$ cat src/design/cs_pkg.sv
// Shared types and constants for the row-wise cosine similarity block.
// No dependencies.
`default_nettype none
package cs_pkg;
  localparam int ELEMENT_BITS_DEF = 16;
  localparam int IN_BITS          = 16;
  localparam int EXT_BITS         = 24;
  localparam int ACC_BITS         = 48;
  localparam int PROD_BITS        = 2 * ACC_BITS;
  localparam int CHUNK_BITS       = 16;
  localparam int CHUNKS           = ACC_BITS / CHUNK_BITS;
  localparam int Q_BITS           = 15;
  localparam int WIDE_BITS        = 126;
  localparam int RHS_SHIFT        = 28;

  typedef enum logic [2:0] {
    ST_IDLE,
    ST_ACC,
    ST_MUL_P,
    ST_MUL_R,
    ST_SEARCH,
    ST_DONE
  } cs_state_t;

  typedef struct packed {
    logic capture;
    logic accum;
    logic mul_step;
    logic mul_sel_r;
    logic srch_init;
    logic srch_step;
    logic finish;
  } cs_cmd_t;

  typedef struct packed {
    logic last;
    logic mul_last;
    logic srch_last;
    logic out_free;
  } cs_stat_t;
endpackage
`default_nettype wire

$ cat src/design/cs_ctrl.sv
// Controller state machine for the cosine similarity block.
// Depends on cs_pkg.
`default_nettype none
module cs_ctrl (
  input  wire logic             clk,
  input  wire logic             rst_n,
  input  wire logic             in_valid,
  output logic                  in_ready,
  input  wire cs_pkg::cs_stat_t stat,
  output cs_pkg::cs_cmd_t       cmd
);
  import cs_pkg::*;

  cs_state_t state_r, state_nxt;

  always_ff @(posedge clk) begin
    if (!rst_n) state_r <= ST_IDLE;
    else        state_r <= state_nxt;
  end

  always_comb begin
    state_nxt = state_r;
    cmd       = '0;
    in_ready  = 1'b0;
    unique case (state_r)
      ST_IDLE: begin
        in_ready = 1'b1;
        if (in_valid) begin
          cmd.capture = 1'b1;
          state_nxt   = ST_ACC;
        end
      end
      ST_ACC: begin
        cmd.accum     = 1'b1;
        cmd.srch_init = 1'b1;
        state_nxt     = stat.last ? ST_MUL_P : ST_IDLE;
      end
      ST_MUL_P: begin
        cmd.mul_step = 1'b1;
        if (stat.mul_last) state_nxt = ST_MUL_R;
      end
      ST_MUL_R: begin
        cmd.mul_step  = 1'b1;
        cmd.mul_sel_r = 1'b1;
        if (stat.mul_last) state_nxt = ST_SEARCH;
      end
      ST_SEARCH: begin
        cmd.srch_step = 1'b1;
        if (stat.srch_last) state_nxt = ST_DONE;
      end
      ST_DONE: begin
        if (stat.out_free) begin
          cmd.finish = 1'b1;
          state_nxt  = ST_IDLE;
        end
      end
      default: state_nxt = ST_IDLE;
    endcase
  end
endmodule
`default_nettype wire

$ cat config.mk
export PLATFORM = sky130hd
export DESIGN_NAME = cs_ctrl
export DESIGN_NICKNAME = d
export VERILOG_FILES = /design/src/design/cs_pkg.sv /design/src/design/cs_ctrl.sv
export SDC_FILE = /design/constraint.sdc
export NUM_CORES = 1
export LEC_CHECK = 0
export BUFFER_PORTS_ARGS = -buffer_cell sky130_fd_sc_hd__buf_2
export CAP_MARGIN = 0
export CELL_PAD_IN_SITES_DETAIL_PLACEMENT = 1
export CELL_PAD_IN_SITES_GLOBAL_PLACEMENT = 1
export CORE_AREA = 2 2 39 41
export CTS_CLUSTER_DIAMETER = 40
export DETAILED_ROUTE_END_ITERATION = 16
export DIE_AREA = 0 0 41 43
export PLACE_DENSITY = 0.6
export RECOVER_POWER = 100
export SLEW_MARGIN = 25
export SYNTH_ARGS = -nofsm -noshare
export SYNTH_HDL_FRONTEND = slang
export SYNTH_SLANG_ARGS = --single-unit
$ cat constraint.sdc
create_clock -name clk -period 3.21 [get_ports clk]
set_input_delay 0.1605 -clock clk [delete_from_list [all_inputs] [get_ports clk]]
set_output_delay 0.1605 -clock clk [all_outputs]
set_load 0.02 [all_outputs]
* Word level (Yosys, flattened, before mapping)
Index checks and enable logic that the tools add are counted.
Widths: inputs -> output; s select.
** Word-level totals
- Memories kept :: 0
- Logic and storage cells :: 30
- Bits in latches :: 0
- Output and inout bits :: 8
- Input bits :: 7
- Bits in read-only memories :: 0
- Bits in writable memories :: 0
- Register bits :: 3
** Operators by class
- Div/mod/pow operators :: 0
- Add/sub/neg operators :: 0
- Reduce and logical (&&, ||, !) cells :: 3
- $lt $le $gt $ge :: 0
- Multipliers :: 0
- Eq/ne operators :: 10
- Bitwise operators :: 0
- Muxes and demuxes :: 16
- Shift-type cells :: 0
** Operators by type and width (count)
- $pmux 3 s6 :: 1
- $mux 3 :: 5
- $ne 2x2->1 const B :: 5
- $mux 1 :: 9
- $eq 3x2->1 const B :: 2
- $eq 3x3->1 const B :: 2
- $reduce_and 5->1 :: 1
- $eq 3x1->1 const B :: 1
- $logic_not 3->1 :: 1
- $mux 2 :: 1
- $reduce_or 2->1 :: 1

* Depth between registers and ports, before layout
Gate-level depths: netlist of the first run.
- Depth after elaboration :: 3
- Gate-level depth with buffers :: 5
- Mapped depth without buffers :: 4

* Least setup slack after synthesis of the first run
OpenSTA, ideal clock, no wires.
- Kind :: flip-flop to output port
- Start point :: register state_r[0]
- End point :: output cmd[5] in the netlist's numbering
- Path buffers :: 2
- Slack :: 1682 ps
- Cell stages (with the launch flop) :: 4
- Arrival time :: 1368 ps
- Path through :: dfxtp_1 > buf_2 > nor3b_1 > buf_4
** RTL lines
- from (decl) :: line cs_ctrl.sv:14 : cs_state_t state_r, state_nxt;
- from (signal assigned) :: line cs_ctrl.sv:18 : else state_r <= state_nxt;
- to (decl) :: line cs_ctrl.sv:10 : output cs_pkg::cs_cmd_t cmd

==> out/qor.csv, run 1 <==
stage,metric,value,unit
routing,initialDrtViolationCount,3,
layout,drive_gt1_frac,0.2917,
synth,syn_inst,32,
setup_path,arrival,1.39,ns
sta,clock.fmax,0.6452,GHz
global_routing,grt_pass1_wl,959,um
setup_path,required,3.05,ns
layout,area_growth,35.35,%
clock_network,cts_setup_buffers,0,
layout,diodes,0,
clock_network,cts.sinks,3,
setup_path,start_kind,flop,
synth,synthesis.area,247.7,um^2
synth,async_flop_share,0,
sta,grt_setup_unrepaired,no,
setup_path,path_max_fanout,8,
sta,hold_viol,0,
synth,synth_cell_types,19,
layout,top_regs,state_r x3,
floorplan,dieHeight,43,um
synth,synth.area.top_cells,"dfxtp_1, nand3b_4, a21oi_2, nand2_1, nor2_1",
layout,largest_reg_flops,3,
pwr,leakagePower,0.1437,nW
setup_path,cp_top_family,simple AND/OR/NAND/NOR gates,
routing,viasPerCell,4.359,
sta,period_needed,1.550,ns
placement,placed_cells,60,
setup_path,crit_path_end_kind,output pin,
layout,instances_no_fill,64,
global_routing,grt_overflow,0,
routing,vias,279,
synth,ys_seq_area_frac,0.2424,
synth,ys_top_cells_by_count,"nand2_1, nor2_1, dfxtp_1",
outcome,status,"finished, final reports clean",
clock_network,cts_buffers,3,
clock_network,cts_root_buffer,clkbuf_4,
floorplan,initial_utilization,0.1790,
placement,dp_hpwl,496.2,um
pwr,power.density,580.1,nW/um^2
placement,place_congestion,0.6842,
setup_path,worst-path-buf-inv,1,
clock_network,insertion_delay,0.23,ns
placement,port_buffers,14,
synth,yosys_warnings,0,
global_routing,grt_antenna_before_repair,0,
job,max_cap_violations,0,
synth,avgSynthCellArea,7.742,um^2
global_routing,grt_pass1_vias,239,
routing,wl,621,um
global_routing,grt_usage,0.08124,
clock_network,postCtsHoldBufs,0,
setup_path,crit_type,reg2out,
synth,synth_nets,39,
layout,register_area,60.06,um^2
synth,ys.flop_type,dfxtp_1,
synth,synth_edf_count,0,
sta,relSlewSlack,0.7574,
layout,multi_input_area,160.2,um^2
layout,fillers,181,
clock_network,max-clock-path-buffers,2,
synth,synth_top_area_share,0.2424,
routing,first_pass_iters,2,
layout,top_register,state_r,
routing,drtAntennaViolNets,0,
sta,drv_slew,0,
clock_network,clk_pin_slew,0.04,ns
floorplan,die_area,1763,um^2
pwr,vdd_ir_drop_max,0.1093,mV
clock_network,cts.repair.resized,0,
global_routing,grt_max_degree,14,
floorplan,ios,15,
floorplan,num_rows,14,
setup_path,path_cells,nor2b_1 > and2_1 > clkbuf_1,
floorplan,die_w,41,um
clock_network,htreeDepth,1,
sta,fin_skew,0.002012,ns
setup_path,worst_path_max_delay_cell,dfxtp_1,
layout,final_nets,56,
sta,worstMarginPinSlew,0.3634,ns
setup_path,max_stage_delay,0.45,ns
synth,synth_top_area_cell,dfxtp_1,
sta,period_share,0.4829,
routing,drc,0,
hold_path,hold_class,in2reg,
sta,setup_violations,0,
floorplan,core,1384,um^2
sta,setup_tns,0,ns
routing,post_drt_wl_per_cell,9.703,um
synth,ys_ff_latch,3,
clock_network,cts_tree,done,
-- worst paths after layout --
path / start / end / slack [ns] / depth (start not counted)
setup / recovery: state_r[1] / cmd[3] / 1.66 / 3
hold reg to reg: state_r[2] / state_r[1] / 0.61 / 1
hold / removal: rst_n / state_r[2] / 0.20 / 3
setup reg to reg: state_r[1] / state_r[0] / 2.02 / 3
-- metal layers --
layer / wire length [um] / vias to the layer above / part of all wire / GRT usage
li1: - / 141 / - / -
met1: 261 / 128 / 0.42 / 0.08974
met2: 317 / 8 / 0.51 / 0.1188
met3: 34 / 2 / 0.055 / 0.03141
met4: 8 / 0 / 0.013 / 0.06000
met5: 0 / - / 0 / 0
-- power breakdown --
part           switching (W)  internal, W
Clock              0.0000204    0.0000466
Sequential         0.0000133    0.0000428
Combinational      0.0000449    0.0000264
Total              0.0000787     0.000116
-- logic make-up (layout without fill, tap and decap cells) --
| kind of cell | after synthesis | count (layout) | synth area share |
|---|---|---|---|
| DFF | 3 | 3 | 0.2424 |
| and+or+nand+nor | 18 | 18 | 0.4747 |
| buffers and inverters | 4 | 20 | 0.08081 |
| AOI/OAI and AO/OA | 7 | 7 | 0.2021 |
-- cell type report --
cell class,count,area share
Clock buffer,4,0.07836
Inverter,2,0.02239
Multi-Input combinational cell,25,0.4776
Sequential cell,3,0.1791
Tap cell,16,0.05970
Timing Repair Buffer,14,0.1828
-- stage by stage --
stage / util / hold slack (ns) / setup slack [ns] / total power, W / cell area, um^2
2_1_floorplan: - / 0.2963 / 1.682 / 0.0001158 / 247.7
3_3_place_gp: 0.2351 / 0.4449 / 2.031 / 0.0001339 / 325.3
3_5_place_dp: 0.2351 / 0.4465 / 2.011 / 0.0001358 / 325.3
4_1_cts: 0.2541 / 0.1961 / 1.780 / 0.0002059 / 351.6
5_1_grt: 0.2423 / 0.2120 / 1.574 / 0.0002112 / 335.3
6_report: 0.2423 / 0.1985 / 1.660 / 0.0001945 / 335.3
-- worst register-to-register path, delay by kind of cell (launching register included) --
kind            cells  cell delay [ns]
compound gates      2             0.32
flops               1             0.45
simple gates        1             0.31
-- cell usage in the layout (no fill, tap or decap), drive strengths merged --
cell type	count
nor3	1
nand2	4
a211oi	1
nand2b	2
a21oi	4
a31o	1
nor2	4
a31oi	1
nor2b	1
nor3b	2
inv	2
clkbuf	11
buf	7
and2	2
nand3b	1
nor4	1
dfxtp	3
Note: power is estimated with default switching activity, not from simulation.
==> run 2, diff against run 1 <==
PLACE_DENSITY = 0.62   (was 0.6)
clock period = 1.4 ns   (was 3.21 ns; I/O delays follow)
==> run 2 against run 1 <==
  * Final cell count did not move
  * Die area did not move
  * Non-clock buffer count did not move
  * Sequential share of layout area fell by 1.0 points
  * Flip-flop and latch count did not move
  * Via count fell by 3.9%
  * Clock-buffer cell count did not move
  * Design area rose by 6.0%
  * Wire length fell by 2.9%
  * Highest routed layer is now met3
==> out/qor.csv, run 2 (synthesis results as in run 1) <==
stage,metric,value,unit
outcome,status,"finished, final reports clean",
layout,final_util,0.2568,
floorplan,dieHeight,43,um
placement,placed_cells,60,
hold_path,hold_class,in2reg,
sta,worstMarginPinSlew,0.3805,ns
layout,drive_gt1_frac,0.4583,
setup_path,crit_type,reg2out,
sta,clock.fmax,0.7745,GHz
sta,finalWorstSetupSlack,0.1089,ns
sta,grt_setup_unrepaired,no,
floorplan,core,1384,um^2
job,max_cap_violations,0,
routing,first_pass_iters,2,
clock_network,cts_tree,done,
clock_network,cts_setup_buffers,0,
setup_path,worstRegToRegCells,3,
floorplan,initial_utilization,0.1790,
clock_network,clk_pin_slew,0.04,ns
clock_network,insertion_delay,0.23,ns
setup_path,arrival,1.22,ns
setup_path,start_kind,flop,
layout,final_nets,56,
pwr,leakagePower,0.1700,nW
layout,top_register,state_r,
layout,area_growth,43.43,%
layout,final_common_cell,buf_2,
pwr,power.density,1278,nW/um^2
sta,period_needed,1.291,ns
sta,relSlewSlack,0.7460,
global_routing,grt_pass1_vias,239,
setup_path,required,1.33,ns
global_routing,grt_usage,0.07523,
setup_path,crit_start,state_r[0],
layout,fillers,179,
routing,initialDrtViolationCount,1,
sta,setup_violations,0,
clock_network,htreeDepth,1,
hold_path,min_path_cells,3,
clock_network,cts.repair.resized,0,
sta,hold_viol,0,
floorplan,num_rows,14,
layout,largest_reg_flops,3,
setup_path,timing.rr.end,state_r[0],
placement,dp_hpwl,500.5,um
clock_network,cts_buffers,3,
setup_path,r2r_slack,0.17,ns
clock_network,cts_root_buffer,clkbuf_4,
global_routing,grt_overflow,0,
layout,diodes,0,
routing,drtAntennaViolNets,0,
layout,final_cell_mix,"buf_2, nor2_1, nand2_1, clkbuf_2",
global_routing,grt_antenna_before_repair,0,
clock_network,cts.sinks,3,
placement,place_area,330.3,um^2
setup_path,crit_end,cmd[5],
floorplan,die_area,1763,um^2
setup_path,r2r_start,state_r[0],
setup_path,crit_path_end_kind,output pin,
global_routing,grt_pass1_wl,924,um
clock_network,max-clock-path-buffers,2,
routing,wl,603,um
sta,period_share,0.9222,
sta,setup_tns,0,ns
clock_network,postCtsHoldBufs,0,
routing,drc,0,
routing,vias,268,
floorplan,die_w,41,um
placement,place_congestion,0.7086,
placement,dp_slack,0.1460,ns
layout,top_regs,state_r x3,
routing,post_drt_wl_per_cell,9.422,um
global_routing,grt_max_degree,14,
placement,port_buffers,14,
layout,instances_no_fill,64,
floorplan,ios,15,
pwr,vdd_ir_drop_max,0.5042,mV
sta,fin_skew,0.002356,ns
sta,drv_slew,0,
setup_path,path_max_fanout,13,
layout,stdcell_area,355.3,um^2
routing,viasPerCell,4.188,
## run 2: cell types whose count changed in the layout (fill, tap and decap cells not counted), sizes merged
cell,delta
buf,+2
clkbuf,-2
## run 2: cell type report
| cell class | count | area (um^2) | share of cell area |
|---|---|---|---|
| clock buffer | 4 | 26.28 | 0.07394 |
| timing repair buffer | 14 | 68.82 | 0.1937 |
| inverter | 2 | 7.507 | 0.02113 |
| multi-input combinational | 25 | 172.7 | 0.4859 |
| sequential | 3 | 60.06 | 0.1690 |
| tap | 16 | 20.02 | 0.05634 |
## run 2: power breakdown
part / leakage (nW) / internal, W / switching, W
Combinational: 0.130 / 0.0000724 / 0.000104
Clock: 0.0150 / 0.000107 / 0.0000410
Sequential: 0.0246 / 0.0000982 / 0.0000319
## run 2: how the worst min path moves through the flow
| stage | start | to | slack (ns) |
|---|---|---|---|
| floorplan | rst_n | state_r[2] | 0.21 |
| detailed placement | rst_n | state_r[2] | 0.35 |
| global route | rst_n | state_r[2] | 0.14 |
| global placement | rst_n | state_r[2] | 0.34 |
| finish | rst_n | state_r[2] | 0.11 |
| CTS | rst_n | state_r[2] | 0.11 |
## run 2: per-layer routing
| metal | track usage | vias up | wire [um] |
|---|---|---|---|
| li1 | - | 141 | - |
| met1 | 0.07372 | 121 | 256 |
| met2 | 0.1344 | 6 | 313 |
| met3 | 0.04712 | 0 | 32 |
| met4 | 0 | 0 | 0 |
| met5 | 0 | - | 0 |
## run 2: critical path: stages (launching register included)
cell,delay [ns]
dfxtp_1,0.54
nor3b_2,0.26
clkbuf_2,0.19
## run 2: through the flow
stage | total power (W) | hold WS [ns]
2_1_floorplan | 0.0002684 | 0.2058
3_3_place_gp | 0.0003091 | 0.3411
3_5_place_dp | 0.0003146 | 0.3485
4_1_cts | 0.0004669 | 0.1097
5_1_grt | 0.0004844 | 0.1419
6_report | 0.0004540 | 0.1091
